===== config.mk =====
export PLATFORM = sky130hd
export DESIGN_NAME = rgb_led_pwm_fader
export DESIGN_NICKNAME = d
export VERILOG_FILES = /design/src/rtl/rgbpwm_pkg.sv /design/src/rtl/rgbpwm_chan.sv /design/src/rtl/rgb_led_pwm_fader.sv
export SDC_FILE = /design/constraint.sdc
export NUM_CORES = 1
export LEC_CHECK = 0
export ABC_AREA = 1
export BUFFER_PORTS_ARGS = -buffer_cell sky130_fd_sc_hd__buf_2
export CAP_MARGIN = 20
export CORE_MARGIN = 1.5
export CORE_UTILIZATION = 35
export CTS_CLUSTER_SIZE = 24
export DETAILED_ROUTE_END_ITERATION = 6
export PLACE_DENSITY_LB_ADDON = 0.2
export SLEW_MARGIN = 20
export SYNTH_ARGS = -nofsm -noshare
export SYNTH_HDL_FRONTEND = slang
export SYNTH_SLANG_ARGS = --single-unit

===== constraint.sdc =====
create_clock -name i_clk -period 4.8 [get_ports i_clk]
set_clock_uncertainty 0.15 [all_clocks]
set_input_delay 0.48 -clock i_clk [delete_from_list [all_inputs] [get_ports i_clk]]
set_output_delay 0.48 -clock i_clk [all_outputs]
set_load 0.02 [all_outputs]

===== src/rtl/rgbpwm_pkg.sv =====
package rgbpwm_pkg;

    localparam int unsigned PhaseW  = 4;
    localparam int unsigned LevelW  = 5;
    localparam int unsigned TargetW = 8;
    localparam int unsigned PeriodW = 16;
    localparam int unsigned CfgIdxW = 2;
    localparam int unsigned CfgDatW = 16;

    typedef enum logic [CfgIdxW-1:0] {
        REG_TARGET_RED   = 2'd0,
        REG_TARGET_GREEN = 2'd1,
        REG_TARGET_BLUE  = 2'd2,
        REG_FADE_PERIOD  = 2'd3
    } t_cfg_reg;

    // shared per-tick control handed to every channel
    typedef struct packed {
        logic              advance;
        logic              fade_now;
        logic [PhaseW-1:0] phase;
    } t_chan_ctl;

    // 8-bit color to duty level in sixteenths: (x + 1) / 16
    function automatic logic [LevelW-1:0] map_target(input logic [TargetW-1:0] x);
        logic [TargetW:0] sum;
        sum = {1'b0, x} + {{TargetW{1'b0}}, 1'b1};
        return sum[TargetW:TargetW-LevelW+1];
    endfunction

endpackage


===== src/rtl/rgbpwm_chan.sv =====
module rgbpwm_chan (
    input  logic                           i_clk,
    input  logic                           i_rst_n,
    input  rgbpwm_pkg::t_chan_ctl          i_ctl,
    input  logic [rgbpwm_pkg::LevelW-1:0]  i_goal,
    output logic                           o_pin_next,
    output logic [rgbpwm_pkg::LevelW-1:0]  o_level_next,
    output logic                           o_at_goal_next
);
    import rgbpwm_pkg::*;

    logic              r_pin;
    logic [LevelW-1:0] r_level;
    logic              n_pin;
    logic [LevelW-1:0] n_level;

    always_comb begin
        n_pin   = r_pin;
        n_level = r_level;
        if (i_ctl.advance) begin
            // PWM uses the level from before this tick's fade step
            if (i_ctl.phase == '0) begin
                if (r_level != '0) begin
                    n_pin = 1'b1;
                end
            end else if ({1'b0, i_ctl.phase} == r_level) begin
                n_pin = 1'b0;
            end
            if (i_ctl.fade_now) begin
                if (r_level > i_goal) begin
                    n_level = r_level - LevelW'(1);
                end else if (r_level < i_goal) begin
                    n_level = r_level + LevelW'(1);
                end
            end
        end
    end

    always_ff @(posedge i_clk) begin
        if (!i_rst_n) begin
            r_pin   <= 1'b0;
            r_level <= '0;
        end else begin
            r_pin   <= n_pin;
            r_level <= n_level;
        end
    end

    assign o_pin_next     = n_pin;
    assign o_level_next   = n_level;
    assign o_at_goal_next = (n_level == i_goal);

endmodule


===== src/rtl/rgb_led_pwm_fader.sv =====
// Three-channel PWM driver for an RGB LED with a linear fade engine.
// Input channel (i_in_valid / o_in_ready / i_tick): each transfer is one
// PWM tick request; tick=1 advances the 16-step phase and the fade timer,
// tick=0 leaves all state as is and only reports it.
// Output channel (o_out_valid / i_out_ready): one result per input transfer
// with the pin drives, the three duty levels (0..16) and at_target.
// The result of a transfer is presented on the edge that accepts it.
// Throughput is one item per cycle while the receiver does not stall; state
// updates and the result register load in the same cycle, through a single
// compare/step stage per channel.
// When the receiver stalls, the result register holds and o_in_ready drops
// until the result is taken; a new item enters in the same cycle the old
// result leaves.
// Configuration: i_cfg_we writes register i_cfg_index (0..2 red, green,
// blue targets, 3 fade period) with immediate effect; write only when idle.
// Reset (synchronous, active low) clears targets, period, levels, phase,
// pins and fade timer, and empties the result register.
module rgb_led_pwm_fader (
    input  logic                            i_clk,
    input  logic                            i_rst_n,
    input  logic                            i_in_valid,
    output logic                            o_in_ready,
    input  logic                            i_tick,
    output logic                            o_out_valid,
    input  logic                            i_out_ready,
    output logic                            o_led_red,
    output logic                            o_led_green,
    output logic                            o_led_blue,
    output logic [rgbpwm_pkg::LevelW-1:0]   o_level_red,
    output logic [rgbpwm_pkg::LevelW-1:0]   o_level_green,
    output logic [rgbpwm_pkg::LevelW-1:0]   o_level_blue,
    output logic                            o_at_target,
    input  logic                            i_cfg_we,
    input  logic [rgbpwm_pkg::CfgIdxW-1:0]  i_cfg_index,
    input  logic [rgbpwm_pkg::CfgDatW-1:0]  i_cfg_data
);
    import rgbpwm_pkg::*;

    logic [TargetW-1:0] r_target_red;
    logic [TargetW-1:0] r_target_green;
    logic [TargetW-1:0] r_target_blue;
    logic [PeriodW-1:0] r_fade_period;
    logic [PhaseW-1:0]  r_phase;
    logic [PeriodW-1:0] r_countdown;
    logic               r_out_valid;

    logic               r_led_red, r_led_green, r_led_blue;
    logic [LevelW-1:0]  r_level_red, r_level_green, r_level_blue;
    logic               r_at_target;

    logic               in_xfer;
    t_chan_ctl          ctl;
    logic [LevelW-1:0]  goal_red, goal_green, goal_blue;
    logic               n_led_red, n_led_green, n_led_blue;
    logic [LevelW-1:0]  n_level_red, n_level_green, n_level_blue;
    logic               at_red, at_green, at_blue;

    assign o_in_ready = !r_out_valid || i_out_ready;
    assign in_xfer    = i_in_valid && o_in_ready;

    assign ctl.advance  = in_xfer && i_tick;
    assign ctl.fade_now = (r_countdown == '0);
    assign ctl.phase    = r_phase;

    assign goal_red   = map_target(r_target_red);
    assign goal_green = map_target(r_target_green);
    assign goal_blue  = map_target(r_target_blue);

    rgbpwm_chan u_red (
        .i_clk          (i_clk),
        .i_rst_n        (i_rst_n),
        .i_ctl          (ctl),
        .i_goal         (goal_red),
        .o_pin_next     (n_led_red),
        .o_level_next   (n_level_red),
        .o_at_goal_next (at_red)
    );

    rgbpwm_chan u_green (
        .i_clk          (i_clk),
        .i_rst_n        (i_rst_n),
        .i_ctl          (ctl),
        .i_goal         (goal_green),
        .o_pin_next     (n_led_green),
        .o_level_next   (n_level_green),
        .o_at_goal_next (at_green)
    );

    rgbpwm_chan u_blue (
        .i_clk          (i_clk),
        .i_rst_n        (i_rst_n),
        .i_ctl          (ctl),
        .i_goal         (goal_blue),
        .o_pin_next     (n_led_blue),
        .o_level_next   (n_level_blue),
        .o_at_goal_next (at_blue)
    );

    // configuration registers
    always_ff @(posedge i_clk) begin
        if (!i_rst_n) begin
            r_target_red   <= '0;
            r_target_green <= '0;
            r_target_blue  <= '0;
            r_fade_period  <= '0;
        end else if (i_cfg_we) begin
            unique case (t_cfg_reg'(i_cfg_index))
                REG_TARGET_RED:   r_target_red   <= i_cfg_data[TargetW-1:0];
                REG_TARGET_GREEN: r_target_green <= i_cfg_data[TargetW-1:0];
                REG_TARGET_BLUE:  r_target_blue  <= i_cfg_data[TargetW-1:0];
                REG_FADE_PERIOD:  r_fade_period  <= i_cfg_data[PeriodW-1:0];
                default: ;
            endcase
        end
    end

    // phase counter and fade timer
    always_ff @(posedge i_clk) begin
        if (!i_rst_n) begin
            r_phase     <= '0;
            r_countdown <= '0;
        end else if (ctl.advance) begin
            r_phase <= r_phase + PhaseW'(1);
            if (ctl.fade_now) begin
                r_countdown <= r_fade_period;
            end else begin
                r_countdown <= r_countdown - PeriodW'(1);
            end
        end
    end

    always_ff @(posedge i_clk) begin
        if (!i_rst_n) begin
            r_out_valid <= 1'b0;
        end else if (in_xfer) begin
            r_out_valid <= 1'b1;
        end else if (i_out_ready) begin
            r_out_valid <= 1'b0;
        end
    end

    // result register: load on every input transfer, hold while stalled
    always_ff @(posedge i_clk) begin
        if (in_xfer) begin
            r_led_red     <= n_led_red;
            r_led_green   <= n_led_green;
            r_led_blue    <= n_led_blue;
            r_level_red   <= n_level_red;
            r_level_green <= n_level_green;
            r_level_blue  <= n_level_blue;
            r_at_target   <= at_red && at_green && at_blue;
        end
    end

    assign o_out_valid   = r_out_valid;
    assign o_led_red     = r_led_red;
    assign o_led_green   = r_led_green;
    assign o_led_blue    = r_led_blue;
    assign o_level_red   = r_level_red;
    assign o_level_green = r_level_green;
    assign o_level_blue  = r_level_blue;
    assign o_at_target   = r_at_target;

endmodule

==> results of run 1 <==
[critical path: stages, from the launching register on]
cell     delay (ns)
dfxtp_1        0.34
nand2_1        0.06
nor2_1         0.28
nand4_1        0.17
or2_2          0.35
ha_1           0.31
nand2_1        0.07
nor2_1         0.18
nand2_1        0.12
nand3_1        0.22
nand3_1        0.14
nand2_1        0.13
nand2_1        0.07
nand2_1        0.11
nand2_1        0.06
nand2_1        0.07
inv_1          0.05
nand2_1        0.05
nor2_1         0.04
nand3_1        0.07
nor2_1         0.04
[worst max-delay path by stage]
stage,from,to
finish,r_target_red[1],o_at_target
global route,r_target_red[1],o_at_target
CTS,r_target_red[1],o_at_target
detailed placement,r_target_red[1],o_at_target
global placement,r_target_red[1],o_at_target
floorplan,r_target_red[1],o_at_target
[layout make-up]
type / count / area (sq um) / area share [%]
clock buffers: 12 / 267.8 / 4.237
clock inverters: 4 / 53.80 / 0.8513
inverters: 113 / 424.2 / 6.712
multi-input cells: 552 / 2930 / 46.37
flip-flops and latches: 98 / 2152 / 34.05
well taps: 211 / 264.0 / 4.177
repair buffers: 45 / 227.7 / 3.603
[kinds of logic after synthesis]
family,share of synthesized area [%]
and+or+nand+nor,29.37
AOI/OAI and AO/OA,14.30
buffers and inverters,9.075
DFF,38.54
adders and majority gates,6.050
xor gates and xnor gates,2.666
[state kept, by name, summed over array words and instances, names as in the netlist]
name             cells
u_blue.r_level       5
u_red.r_pin          1
r_target_red         8
u_green.r_level      5
o_led_blue           1
o_level_blue         5
r_phase              4
o_level_red          5
u_green.r_pin        1
u_red.r_level        5
o_out_valid          1
r_fade_period       16
u_blue.r_pin         1
o_led_red            1
r_target_green       8
r_target_blue        8
r_countdown         16
o_led_green          1
o_at_target          1
o_level_green        5
[power groups by stage]
| stage | clock, W | sequential, W | combinational, W |
|---|---|---|---|
| 2_1_floorplan | 0 | 0.00104 | 0.000756 |
| 3_3_place_gp | 0 | 0.00104 | 0.00100 |
| 3_5_place_dp | 0 | 0.00103 | 0.000994 |
| 4_1_cts | 0.000812 | 0.00102 | 0.000999 |
| 5_1_grt | 0.000840 | 0.00103 | 0.00113 |
| 6_report | 0.000799 | 0.00102 | 0.000994 |
[Yosys cell counts, types with 4 or more instances]
cell / count
a211oi_1: 4
a21oi_1: 53
clkbuf_1: 17
clkinv_1: 4
dfxtp_1: 79
edfxtp_1: 19
ha_1: 27
inv_1: 105
inv_2: 4
nand2_1: 165
nand2_2: 10
nand3_1: 47
nand3b_1: 6
nand4_1: 13
nor2_1: 89
nor2_2: 4
nor2_4: 6
nor3_1: 7
nor4_1: 5
o211ai_1: 4
o21ai_0: 68
xnor2_1: 5
xor2_1: 12
[layer usage]
| layer | wire length, microns | global-route usage (%) | up-vias |
|---|---|---|---|
| met5 | 0 | 0 | - |
| met4 | 184 | 5.288 | 0 |
| met3 | 490 | 3.179 | 14 |
| met2 | 5967 | 26.78 | 102 |
| met1 | 7160 | 24.89 | 2191 |
| li1 | - | - | 2638 |
[metrics by stage]
stage	worst slack, ns	std cells	utilization (%)	power (W)
2_1_floorplan	1.965	783	-	0.001797
3_3_place_gp	1.506	1019	38.99	0.002038
3_5_place_dp	1.509	1019	38.99	0.002028
4_1_cts	1.493	1035	41.08	0.002827
5_1_grt	1.106	1035	41.12	0.003002
6_report	1.499	1035	41.12	0.002809
==> flow_metrics.tcl, run 1 <==
set metrics [dict create \
    status "finished clean" \
    rows 45 \
    worst_ep_required_time_ns 4.77 \
    whs_endpoint "r_fade_period[11]" \
    wirelength_microns 13800 \
    cts_tree "built" \
    syn_inst 783 \
    hold_violations 0 \
    syn_to_final_growth_pct 13.17 \
    dp_hpwl_microns 10100 \
    fillers 1618 \
    grt_max_degree 46 \
    drtIter0Drc 403 \
    hold_ws_ns 0.2495 \
    via_count 4945 \
    combPwrFrac_pct 35.4 \
    portBuffers 44 \
    nets 870 \
    seq_area_frac_synth_pct 38.54 \
    min_from "i_cfg_data[11]" \
    net-switching-power_w 0.001085 \
    fin_area_sq_mm 0.006320 \
    io-pin-count 45 \
    worstSetupEndpointType "register" \
    cts_buffer_depth 2 \
    p_sw_share_pct 38.62 \
    antenna_cells 0 \
    dieArea_sq_mm 0.01672 \
    cts_root_buf "clkbuf_16" \
    antenna_found_initial 0 \
    slew_viol_final 0 \
    ys_ff_latch 98 \
    grt_pass1_vias 4493 \
    ys_top_cells_by_area "dfxtp_1, nand2_1, edfxtp_1, inv_1, o21ai_0" \
    cts_hold_buf 0 \
    grt_usage_pct 17.45 \
    syn_area_per_cell_sq_um 7.132 \
    grt_pass1_wl_microns 22740 \
    yosys_most_used_dff "dfxtp_1" \
    die_w_microns 129.3 \
    clock_latency_ns 0.36 \
    clk_pin_slew_ns 0.07 \
    synth_cell_types 40 \
    fin_tns_setup_ns 0 \
    synth_top_area_share_pct 28.32 \
    drv_cap 0 \
    r2r_cells 20 \
    r2r-end "o_at_target" \
    postCtsSetupBuffers 0 \
    mostFrequentLayoutCell "nand2_1" \
    synth_edf_count 19 \
    pwr-share-seq_pct 36.2 \
    dr.pass1.iters 5 \
    reg2reg_slack_ns 1.50 \
    ys_warn_count 0 \
    cts_repair_resize_count 0 \
    final_cell_mix "nand2_1, inv_1, nor2_1" \
    fin_crit_sh_pct 68.76 \
    htreeDepth 3 \
    synth_nets 834 \
    critPathKind "reg -> reg" \
    fmax_ghz 0.3030 \
    max-slew-margin-rel_pct 42.98 \
    grt_overflow 0 \
    finalSetupViolations 0 \
    cp-start-kind "register" \
    clkPwrFrac_pct 28.4 \
    r2r-start "r_target_red[1]" \
    power_leakage_nw 2.981 \
    vias_per_cell 4.778 \
    start_util_pct 36.33 \
    crit_arrival_ns 3.27 \
    crit_fanout 7 \
    cts_buffers 9 \
    synthesis.area_sq_mm 0.005584 \
    gp_congestion 0.8473 \
    irDropWorstVdd_mv 0.2086 \
    min_period_ns 3.301 \
    holdCritPathClass "in -> reg" \
    fp.coreArea_sq_mm 0.01537 \
    drc 0 \
    power_density_mw_per_mm2 444.5 \
    dpl_cell_area_sq_mm 0.005993 \
    whs_path_depth 3 \
    clock-sinks 98 \
    worstMarginPinSlew_ns 0.8543 \
    rsz0062_at_grt "no" \
    dieHeight_microns 129.3 \
    wl_per_cell_microns 13.34 \
    intPower_w 0.001724 \
    synthArstFlopShare_pct 0 \
    antenna_left 0 \
    drive_above_1_share_pct 11.53 \
    yosys.area.top_type "dfxtp_1" \
]
No activity file was read; power rests on OpenSTA's default activity.
==> inputs of run 2 (changes only) <==
==> constraint.sdc (replaced) <==
create_clock -name i_clk -period 3.1 [get_ports i_clk]
set_clock_uncertainty 0.15 [all_clocks]
set_input_delay 0.31 -clock i_clk [delete_from_list [all_inputs] [get_ports i_clk]]
set_output_delay 0.31 -clock i_clk [all_outputs]
set_load 0.02 [all_outputs]
==> run 2 against run 1 <==
Net effect:
- routed wire length up 3.4%
- power up 59%
- clock-buffer cell count down 2
- critical path type unchanged
- largest power group is now combinational logic
==> flow_metrics.tcl, run 2 (synthesis results as in run 1) <==
set metrics [dict create \
    reg_top3 "r_countdown (16), r_fade_period (16)" \
    crit_path_top_delay_cell "ha_1" \
    dieHeight_microns 129.3 \
    final_cell_mix "nand2_1, inv_1, nor2_1" \
    slew_viol_final 0 \
    grt_max_degree 45 \
    drive_above_1_share_pct 19.39 \
    irDropWorstVdd_mv 0.3445 \
    fmax_ghz 0.3327 \
    clk_pin_slew_ns 0.08 \
    drv_cap 0 \
    cts_tree "built" \
    grt_usage_pct 18.25 \
    crit_arrival_ns 2.97 \
    grt_pass1_vias 4754 \
    wirelength_microns 14270 \
    fin_tns_setup_ns 0 \
    power_leakage_nw 3.138 \
    fp.coreArea_sq_mm 0.01537 \
    rows 45 \
    cts_buffer_depth 2 \
    crit_chain "nand4_1, nor2_4, nand4_1, ha_1, a21oi_2, nand2_2, nor2_4, nor2_2, nor2_4, nand4_1, nand2_2, nand2_1, nand2_1, nor2_1, nand3_1, nor2_1" \
    power_density_mw_per_mm2 668.1 \
    dp_hpwl_microns 10460 \
    clock_latency_ns 0.35 \
    total_power_w 0.004456 \
    crit_fanout 6 \
    max-slew-margin-rel_pct 45.27 \
    status "finished clean" \
    cts_root_buf "clkbuf_16" \
    start_util_pct 36.33 \
    worstSetupEndpointType "register" \
    nets 902 \
    clock-sinks 98 \
    mostFrequentLayoutCell "nand2_1" \
    holdCritPathClass "in -> reg" \
    gp_congestion 0.8701 \
    worst_ep_required_time_ns 3.06 \
    antenna_left 0 \
    syn_to_final_growth_pct 19.43 \
    hold_violations 0 \
    io-pin-count 45 \
    finalSetupViolations 0 \
    die_w_microns 129.3 \
    vias_per_cell 4.793 \
    min_period_ns 3.006 \
    dieArea_sq_mm 0.01672 \
    grt_pass1_wl_microns 23870 \
    antenna_cells 0 \
    cts_hold_buf 0 \
    portBuffers 44 \
    fin_crit_sh_pct 96.97 \
    cts_buffers 9 \
    worstMarginPinSlew_ns 0.8200 \
    htreeDepth 3 \
    antenna_found_initial 0 \
    dr.pass1.iters 4 \
    drtIter0Drc 278 \
    grt_overflow 0 \
    cp-start-kind "register" \
    rsz0062_at_grt "yes" \
    via_count 5114 \
    worst_path_largest_cell_delay_ns 0.40 \
    critPathKind "reg -> reg" \
    wl_per_cell_microns 13.37 \
    drc 0 \
]
==> run 2: cell type report <==
class	count	area, sq um
flip-flops and latches	98	2157
well taps	211	264.0
clock inverters	6	53.80
repair buffers	77	467.9
clock buffers	10	239.0
multi-input cells	552	3063
inverters	113	424.2
fillers	1608	8702
==> run 2: critical path, delay by kind of cell (launching register included) <==
kind | cells | cell delay, ns
DFF | 1 | 0.33
and+or+nand+nor | 14 | 1.68
AOI/OAI and AO/OA | 1 | 0.20
adders and majority gates | 1 | 0.40
==> run 2: worst paths after layout <==
check	from	endpoint	slack (ns)	cells past startpoint
setup / recovery	r_target_green[2]	o_at_target	0.09	16
setup reg to reg	r_target_green[2]	o_at_target	0.09	16
hold reg to reg	r_fade_period[7]	r_fade_period[7]	0.30	2
hold / removal	i_cfg_data[12]	r_fade_period[12]	0.08	3
==> run 2: metal layers <==
layer	part of all wire (%)	global-route usage (%)	vias to the layer above	wire (microns)
met1	51	25.95	2302	7284
li1	-	-	2700	-
met5	0	0	-	0
met2	44	28.25	96	6297
met3	3.5	3.468	16	504
met4	1.3	5.023	0	182
==> run 2: where the power goes <==
| part | switching [W] | internal [W] | total (W) |
|---|---|---|---|
| clock network | 0.000535 | 0.000583 | 0.00112 |
| registers | 0.000109 | 0.00145 | 0.00156 |
| logic | 0.00113 | 0.000643 | 0.00177 |
| total | 0.00178 | 0.00268 | 0.00446 |
==> run 2: metrics by stage <==
stage               instances  util, %  cell area (sq um)  setup slack, ns  hold slack [ns]
floorplan                 783        -               5584           0.2653           0.2705
global placement         1047    40.36               6203         -0.07078           0.2872
detailed placement       1047    40.36               6203         -0.06606           0.2881
CTS                      1063    42.30               6501          0.01567          0.06602
global route             1067    43.39               6669          -0.1333           0.1072
finish                   1067    43.39               6669          0.09389          0.07767
==> run 2: timing repair <==
| item | CTS | global route |
|---|---|---|
| setup buffers | 0 | 4 |
| gates resized for setup | 2 | 43 |
| pin swaps | 0 | 14 |
| endpoints found under the setup margin | 1 | 8 |
